[src/hdl/tlpt_pkg.sv]
// ---------------------------------------------------------------------------
// tlpt_pkg
// Shared widths, codes and controller/datapath interface types for the
// two-level page table engine.
// ---------------------------------------------------------------------------
package tlpt_pkg;

   // fixed geometry
   localparam int DIR_ENTRIES   = 1024;
   localparam int TABLE_SLOTS   = 16;
   localparam int TABLE_ENTRIES = 1024;

   localparam int ADDR_W  = 32;
   localparam int FLAGS_W = 12;
   localparam int DIDX_W  = $clog2(DIR_ENTRIES);
   localparam int TIDX_W  = $clog2(TABLE_ENTRIES);
   localparam int SLOT_W  = $clog2(TABLE_SLOTS);
   localparam int NFREE_W = $clog2(TABLE_SLOTS + 1);
   localparam int TADDR_W = SLOT_W + TIDX_W;
   localparam int FRAME_W = ADDR_W - FLAGS_W;
   // one counter sweeps the directory and a table; both are 1024 deep
   localparam int SWEEP_W = DIDX_W;

   localparam logic [FLAGS_W-1:0] PRESENT_BIT = FLAGS_W'(1);

   // request kinds
   localparam logic [1:0] KIND_MAP   = 2'd0;
   localparam logic [1:0] KIND_UNMAP = 2'd1;
   localparam logic [1:0] KIND_XLATE = 2'd2;

   // result status codes
   localparam logic [1:0] ST_DONE  = 2'd0;
   localparam logic [1:0] ST_NOMAP = 2'd1;
   localparam logic [1:0] ST_POOL  = 2'd2;

   typedef struct packed {
      logic              present;
      logic [SLOT_W-1:0] slot;
   } dir_entry_type;

   // controller to datapath
   typedef struct packed {
      logic       req_load;     // latch request word, read directory
      logic       dir_clr_wr;   // reset sweep write of directory
      logic       dir_alloc_wr; // hand out next free table
      logic       tbl_map_wr;   // write mapping into present table
      logic       tbl_zero_wr;  // unmap entry
      logic       tbl_clr_wr;   // sweep write of newly allocated table
      logic       tbl_rd;       // read entry for translate
      logic       cnt_clr;
      logic       cnt_inc;
      logic       rsp_load;
      logic       rsp_take_pte;
      logic [1:0] rsp_status;
   } cmd_type;

   // datapath to controller
   typedef struct packed {
      logic [1:0] kind;
      logic       dir_present;
      logic       pool_full;
      logic       cnt_last;
      logic       pte_present;
   } sts_type;

endpackage

[src/hdl/tlpt_ctrl.sv]
// ---------------------------------------------------------------------------
// tlpt_ctrl
// Controller: sequences directory clear, request decode, table access,
// table clearing on allocation and the result handshake.
// ---------------------------------------------------------------------------
module tlpt_ctrl (
   input  logic              clock,
   input  logic              reset,
   input  logic              req_valid,
   output logic              req_ready,
   output logic              rsp_valid,
   input  logic              rsp_ready,
   input  tlpt_pkg::sts_type sts,
   output tlpt_pkg::cmd_type cmd
);
   import tlpt_pkg::*;

   localparam logic [2:0] S_CLR_DIR = 3'd0;
   localparam logic [2:0] S_IDLE    = 3'd1;
   localparam logic [2:0] S_DIR     = 3'd2;
   localparam logic [2:0] S_TBL     = 3'd3;
   localparam logic [2:0] S_CLR_TBL = 3'd4;

   logic [2:0] state_ff, state_in;
   logic       rsp_valid_ff, rsp_valid_in;
   logic       out_free;

   assign out_free = !rsp_valid_ff || rsp_ready;

   always_comb begin
      state_in  = state_ff;
      cmd       = '0;
      req_ready = 1'b0;
      unique case (state_ff)
         S_CLR_DIR: begin
            cmd.dir_clr_wr = 1'b1;
            cmd.cnt_inc    = 1'b1;
            if (sts.cnt_last) begin
               state_in = S_IDLE;
            end
         end
         S_IDLE: begin
            req_ready = 1'b1;
            if (req_valid) begin
               cmd.req_load = 1'b1;
               state_in     = S_DIR;
            end
         end
         S_DIR: begin
            unique case (sts.kind)
               KIND_MAP: begin
                  priority if (sts.dir_present) begin
                     if (out_free) begin
                        cmd.tbl_map_wr = 1'b1;
                        cmd.rsp_load   = 1'b1;
                        cmd.rsp_status = ST_DONE;
                        state_in       = S_IDLE;
                     end
                  end else if (sts.pool_full) begin
                     if (out_free) begin
                        cmd.rsp_load   = 1'b1;
                        cmd.rsp_status = ST_POOL;
                        state_in       = S_IDLE;
                     end
                  end else begin
                     cmd.dir_alloc_wr = 1'b1;
                     cmd.cnt_clr      = 1'b1;
                     state_in         = S_CLR_TBL;
                  end
               end
               KIND_UNMAP: begin
                  if (out_free) begin
                     cmd.tbl_zero_wr = sts.dir_present;
                     cmd.rsp_load    = 1'b1;
                     cmd.rsp_status  = sts.dir_present ? ST_DONE : ST_NOMAP;
                     state_in        = S_IDLE;
                  end
               end
               KIND_XLATE: begin
                  if (sts.dir_present) begin
                     cmd.tbl_rd = 1'b1;
                     state_in   = S_TBL;
                  end else if (out_free) begin
                     cmd.rsp_load   = 1'b1;
                     cmd.rsp_status = ST_NOMAP;
                     state_in       = S_IDLE;
                  end
               end
               default: begin
                  // unused kind: no change, plain done
                  if (out_free) begin
                     cmd.rsp_load   = 1'b1;
                     cmd.rsp_status = ST_DONE;
                     state_in       = S_IDLE;
                  end
               end
            endcase
         end
         S_TBL: begin
            if (out_free) begin
               cmd.rsp_load     = 1'b1;
               cmd.rsp_take_pte = sts.pte_present;
               cmd.rsp_status   = sts.pte_present ? ST_DONE : ST_NOMAP;
               state_in         = S_IDLE;
            end
         end
         S_CLR_TBL: begin
            // repeated writes of the last entry while stalled are harmless
            cmd.tbl_clr_wr = 1'b1;
            if (!sts.cnt_last) begin
               cmd.cnt_inc = 1'b1;
            end else if (out_free) begin
               cmd.rsp_load   = 1'b1;
               cmd.rsp_status = ST_DONE;
               state_in       = S_IDLE;
            end
         end
         default: begin
            state_in = S_IDLE;
         end
      endcase
   end

   always_comb begin
      rsp_valid_in = rsp_valid_ff;
      priority if (cmd.rsp_load) begin
         rsp_valid_in = 1'b1;
      end else if (rsp_ready) begin
         rsp_valid_in = 1'b0;
      end else begin
         rsp_valid_in = rsp_valid_ff;
      end
   end

   always_ff @(posedge clock) begin
      if (reset) begin
         state_ff     <= S_CLR_DIR;
         rsp_valid_ff <= 1'b0;
      end else begin
         state_ff     <= state_in;
         rsp_valid_ff <= rsp_valid_in;
      end
   end

   assign rsp_valid = rsp_valid_ff;

endmodule

[config.mk]
export PLATFORM = sky130hd
export DESIGN_NAME = tlpt_ctrl
export DESIGN_NICKNAME = d
export VERILOG_FILES = /design/src/hdl/tlpt_pkg.sv /design/src/hdl/tlpt_ctrl.sv
export SDC_FILE = /design/constraint.sdc
export NUM_CORES = 1
export LEC_CHECK = 0
export ABC_AREA = 0
export BUFFER_PORTS_ARGS = -buffer_cell sky130_fd_sc_hd__buf_2
export CORE_AREA = 5 5 42 44
export CTS_BUF_LIST = sky130_fd_sc_hd__clkbuf_8
export CTS_CLUSTER_DIAMETER = 200
export DETAILED_ROUTE_END_ITERATION = 16
export DIE_AREA = 0 0 47 49
export SYNTH_ARGS = -nofsm -noshare
export SYNTH_HDL_FRONTEND = slang
export SYNTH_SLANG_ARGS = --single-unit
[constraint.sdc]
create_clock -name clock -period 3.65 [get_ports clock]
set_input_delay 0.365 -clock clock [delete_from_list [all_inputs] [get_ports clock]]
set_output_delay 0.365 -clock clock [all_outputs]
set_load 0.005 [all_outputs]
==> reports/metrics.yaml, run 1 <==
cts-root-buf: "clkbuf_8"
synthDominantCellAreaShare_pct: 19.8
seq_area_frac_synth_pct: 19.8
tns_ns: 0
cts_tree: "yes"
p_per_area_mw_per_mm2: 311
fin_ws_ns: 1.56
antenna_found_initial: 0
die_area_mm2: 0.00230
synth-seq-cells: 4
switching_share_pct: 24.7
dr.pass1.iters: 4
muxShareOfSynthArea_pct: 2.47
dp_slack_ns: 1.72
first_global_vias: 443
initial_utilization_pct: 28.9
worstPathArrival_ns: 1.72
p_switching_mw: 0.0430
totalWireLength_mm: 1.11
grt.overflow.total: 0
hold_viol_final: 0
yosysWarnings: 0
cts_buffers: 3
crit_required_ns: 3.28
synth_top_family_by_area: "simple AND/OR/NAND/NOR gates"
clk_path_buf_depth: 2
max_freq_mhz: 479
chipHeight_um: 49
seq_power_share_pct: 28.9
min_period_ns: 2.09
synth-edff-count: 0
worst_path_max_delay_cell: "dfxtp_1"
fp.dieW_um: 47
pwr-share-comb_pct: 16.7
drive_gt1_share_pct: 40.3
endpoint_kind: "output pin"
synthCells: 54
htreeDepth: 1
period_share_pct: 57.2
io_buffers: 24
place_area_um2: 518
worst_setup_path_start_kind: "flop"
fin_nets: 89
grt_pass1_wl_mm: 1.87
setup_violations: 0
critical_path_class: "reg2out"
crit_buf_inv: 1
clk_pin_slew_worst_paths_ns: 0.03
critical-path-max-stage-delay_ns: 0.52
whs_endpoint: "rsp_valid"
reg2reg_depth: 3
dr_total_vias: 479
slew_viol_final: 0
hold_depth: 2
cts_setup_buffers: 0
ios: 25
track_usage_pct: 11.3
cts_resized: 0
viasPerCell: 5.15
grt_start_max_net_pins: 16
gp_congestion: 0.762
intPower_mw: 0.131
power.total_mw: 0.174
final.fill_count: 165
critPathMaxFanout: 11
drtIter0Drc: 10
worst-slew-pin-transition_ns: 0.461
detail-route-antenna-nets: 0
yosysMostFrequentCell: "nor2_1"
cp_top_family: "simple AND/OR/NAND/NOR gates"
ys.flop_type: "dfxtp_1"
hp-class: "in2reg"
hold_path_startpoint: "reset"
drv_cap: 0
synthTopCellsByArea: "dfxtp_1 (20%), nor2_1 (7.4%), a21oi_1 (6.2%)"
synthXorXnorAreaFrac_pct: 2.16
vdd_drop_max_mv: 0.119
grt_setup_unrepaired: "false"
seq_area_um2: 80.1
drt-wirelength-per-cell_um: 11.9
p_leak_nw: 0.273
synthSimpleGateAreaFrac_pct: 46.3
multi_input_area_um2: 290
ys_types: 29
p_clk_share_pct: 54.5
synth_adder_area_share_pct: 0
syn-num-nets: 64
synthTopCellsByCount: "nor2_1 (8), a21oi_1 (5), dfxtp_1 (4)"
slew_headroom_pct: 69.2
rows: 14
dpl.hpwl_um: 869
fin_area_um2: 559
clock_sinks: 4
diodes: 0
core_area_mm2: 0.00140
avgSynthCellArea_um2: 7.51
reg2reg_slack_ns: 2.15
status: "complete, no violations"
synthArstFlopShare_pct: 0
area_growth_pct: 38.0
synth_compound_area_share_pct: 20.7
path_cells: "nand3b_1, or3_1, nor4b_1, buf_2"
clk_latency_ns: 0.22
drc_errors: 0
r2r_start: "state_ff[1]"
synth_area_um2: 405
yosysTopAreaCell: "dfxtp_1"
r2r-end: "state_ff[0]"
fin_worst_skew_ns: 0.00208
cts_hold_buf: 0
==> through the flow <==
step,cells,hold WS [ns],utilization [%]
after global placement,90,0.533,37.0
after CTS,93,0.353,39.9
after detailed placement,90,0.545,37.0
final,93,0.356,39.9
after floorplan,54,0.434,-
after global routing,93,0.376,39.9
==> placed cells by master, fill, tap and decap left out, types with 2 or more instances in the layout <==
cell type	instances
clkbuf_8	3
a21oi_1	5
nor3b_1	2
dfxtp_1	4
nor2_1	8
nor3_1	3
nand3b_1	3
buf_2	24
nor2b_1	2
inv_1	2
nand2_1	3
==> layer usage <==
layer,global-route usage (%),share of wire (%)
met5,0,0
met2,15.2,42
met4,8.29,3.2
met3,3.32,9.4
met1,14.7,46
==> power groups by stage <==
stage               clock [mW]  sequential (mW)  combinational [mW]
floorplan                    0           0.0475              0.0183
detailed placement           0           0.0509              0.0292
CTS                     0.0970           0.0503              0.0293
finish                  0.0948           0.0503              0.0290
global placement             0           0.0508              0.0287
global route             0.100           0.0509              0.0326
==> worst max-delay path by stage <==
stage,start,end,slack [ns],depth (start not counted)
after floorplan,sts[4],cmd[3],1.91,4
after global placement,sts[4],cmd[3],1.74,5
after detailed placement,sts[4],cmd[3],1.72,5
after CTS,state_ff[1],cmd[1],1.54,4
after global routing,state_ff[1],cmd[1],1.38,4
final,state_ff[1],cmd[1],1.56,4
==> sequential cells by signal, summed over array words and instances, names as in the netlist <==
register / flops
rsp_valid: 1
state_ff: 3
==> final cells by class <==
| class | count | share of cell area, % |
|---|---|---|
| inverters | 2 | 1.34 |
| multi-input cells | 44 | 51.9 |
| clock buffers | 3 | 7.38 |
| well taps | 16 | 3.58 |
| flip-flops and latches | 4 | 14.3 |
| repair buffers | 24 | 21.5 |
==> cells by family (layout without fill, tap and decap cells) <==
group / Yosys count / count (layout)
flops: 4 / 4
compound gates: 12 / 12
xor+xnor: 1 / 1
buf+inv: 6 / 29
mux: 1 / 1
simple gates: 30 / 30
(Power assumes the default switching activity.)
==> run 2: changes to the inputs <==
clock period = 1.7 ns   (was 3.65 ns; I/O delays follow)
==> reports/metrics.yaml, run 2 (synthesized netlist as in run 1, its figures left out) <==
period_share_pct: 99.9
fin_worst_skew_ns: 0.00566  # was 0.00208 ns
max_freq_mhz: 589
fp.dieW_um: 47  # unchanged
power.total_mw: 0.381  # was 0.174 mW
r2r-end: "state_ff[0]"  # unchanged
grt_start_max_net_pins: 9  # was 16
min_period_ns: 1.70
endpoint_kind: "output pin"  # unchanged
worst_setup_path_start_kind: "flop"  # unchanged
path_cells: "nand2b_4, nand3b_1, or3_4, nor4b_4, buf_2"  # was nand3b_1, or3_1, nor4b_1, buf_2
totalWireLength_mm: 1.22  # was 1.11 mm
top_register: "state_ff"  # unchanged
initial_utilization_pct: 28.9  # unchanged
ios: 25  # unchanged
detail-route-antenna-nets: 0  # unchanged
viasPerCell: 5.09  # was 5.15
tns_ns: 0  # unchanged
grt.overflow.total: 0  # unchanged
drive_gt1_share_pct: 53.0  # was 40.3%
clk_pin_slew_worst_paths_ns: 0.03  # about the same
r2r_start: "state_ff[1]"  # unchanged
worst_path_max_delay_cell: "or3_4"  # was dfxtp_1
dr_total_vias: 504  # was 479
worst-slew-pin-transition_ns: 0.387  # was 0.461 ns
hp-class: "in2reg"  # unchanged
grt_pass1_wl_mm: 1.90  # was 1.87 mm
whs_endpoint: "rsp_valid"  # unchanged
grt_setup_unrepaired: "true"  # was false
diodes: 0  # unchanged
reg2reg_slack_ns: 0.37  # was 2.15 ns
first_global_vias: 469  # was 443
cts_hold_buf: 0  # unchanged
die_area_mm2: 0.00230  # unchanged
p_leak_nw: 0.327  # was 0.273 nW
status: "complete, no violations"  # unchanged
cts_tree: "yes"  # unchanged
dpl.hpwl_um: 882  # was 869 um
final.fill_count: 153  # was 165
antenna_found_initial: 0  # unchanged
reg2reg_depth: 4  # was 3
drc_errors: 0  # unchanged
cts-root-buf: "clkbuf_8"  # unchanged
final_cell_mix: "buf_2 (24), nor2_1 (8), buf_4 (6)"  # was buf_2 (24), nor2_1 (8), a21oi_1 (5)
multi_input_area_um2: 325  # was 290 um2
chipHeight_um: 49  # unchanged
area_growth_pct: 59.3  # was 38.0%
hold_viol_final: 0  # unchanged
core_area_mm2: 0.00140  # unchanged
hold_depth: 2  # unchanged
layout_commonest_cell: "buf_2"  # unchanged
final_core_util_pct: 46.1  # was 39.9%
cts_buffers: 3  # unchanged
seq_area_um2: 86.3  # was 80.1 um2
io_buffers: 24  # unchanged
setup_violations: 0  # unchanged
slew_headroom_pct: 74.1  # was 69.2%
vdd_drop_max_mv: 0.255  # was 0.119 mV
drv_cap: 0  # unchanged
clk_latency_ns: 0.22  # about the same
slew_viol_final: 0  # unchanged
clk_path_buf_depth: 2  # unchanged
rows: 14  # unchanged
drtIter0Drc: 7  # was 10
drt-wirelength-per-cell_um: 12.4  # was 11.9 um
gp_congestion: 0.720  # was 0.762
htreeDepth: 1  # unchanged
critPathMaxFanout: 4  # was 11
crit_required_ns: 1.53  # was 3.28 ns
critical_path_class: "reg2out"  # unchanged
critical-path-max-stage-delay_ns: 0.41  # was 0.52 ns
hold_path_startpoint: "reset"  # unchanged
fin_nets: 95  # was 89
largest_reg_flops: 3  # unchanged
dr.pass1.iters: 3  # was 4
track_usage_pct: 11.2  # was 11.3%
clock_sinks: 4  # unchanged
p_per_area_mw_per_mm2: 590  # was 311 mW/mm2
worstPathArrival_ns: 1.53  # was 1.72 ns
[run 2: critical path: cells and delay by family, from the launching register on]
kind	cells	cell delay [ns]
DFF	1	0.33
and+or+nand+nor	4	0.84
buffers and inverters	1	0.15
[run 2: where the power goes]
part | switching, mW | internal, mW | total (mW) | leakage [nW]
clock | 0.0489 | 0.151 | 0.200 | 0.0216
sequential | 0.00671 | 0.0969 | 0.104 | 0.0341
combinational | 0.0376 | 0.0396 | 0.0772 | 0.271
total | 0.0932 | 0.287 | 0.381 | 0.327
[run 2: per-layer routing]
layer  wire, um  global-route usage, %  vias up
li1           -                      -      254
met1        568                   14.4      226
met5          0                      0        -
met4         26                   8.29        0
met3         79                   2.58        4
met2        550                   15.6       20
[run 2: cell type report]
class	count	area share, %
multi-input combinational	44	50.4
timing repair buffer	30	25.6
sequential	4	13.4
clock buffer	3	6.40
tap	16	3.10
inverter	2	1.16
[run 2: repair_timing]
| action | in CTS | in global routing |
|---|---|---|
| pin swaps | 0 | 2 |
| setup buffers | 1 | 3 |
| gates cloned | 0 | 0 |
| resized for setup | 4 | 7 |
| endpoints found under the setup margin | 2 | 3 |
[run 2: worst max-delay path by stage]
stage / start / to / slack, ns / cells after the start
CTS: rsp_valid / cmd[1] / 0.004 / 5
floorplan: state_ff[1] / cmd[1] / 0.30 / 4
global placement: sts[4] / cmd[3] / 0.15 / 5
global route: rsp_valid / cmd[1] / -0.06 / 5
detailed placement: state_ff[2] / cmd[1] / 0.14 / 4
finish: rsp_valid / cmd[1] / 0.001 / 5
[run 2: stage by stage]
| step | area (um2) | setup slack [ns] | std cells | hold slack (ns) |
|---|---|---|---|---|
| 3_3_place_gp | 533 | 0.152 | 92 | 0.381 |
| 3_5_place_dp | 533 | 0.137 | 92 | 0.382 |
| 6_report | 646 | 0.00104 | 99 | 0.159 |
| 4_1_cts | 597 | 0.00416 | 96 | 0.155 |
| 5_1_grt | 646 | -0.0557 | 99 | 0.167 |
| 2_1_floorplan | 405 | 0.299 | 54 | 0.239 |
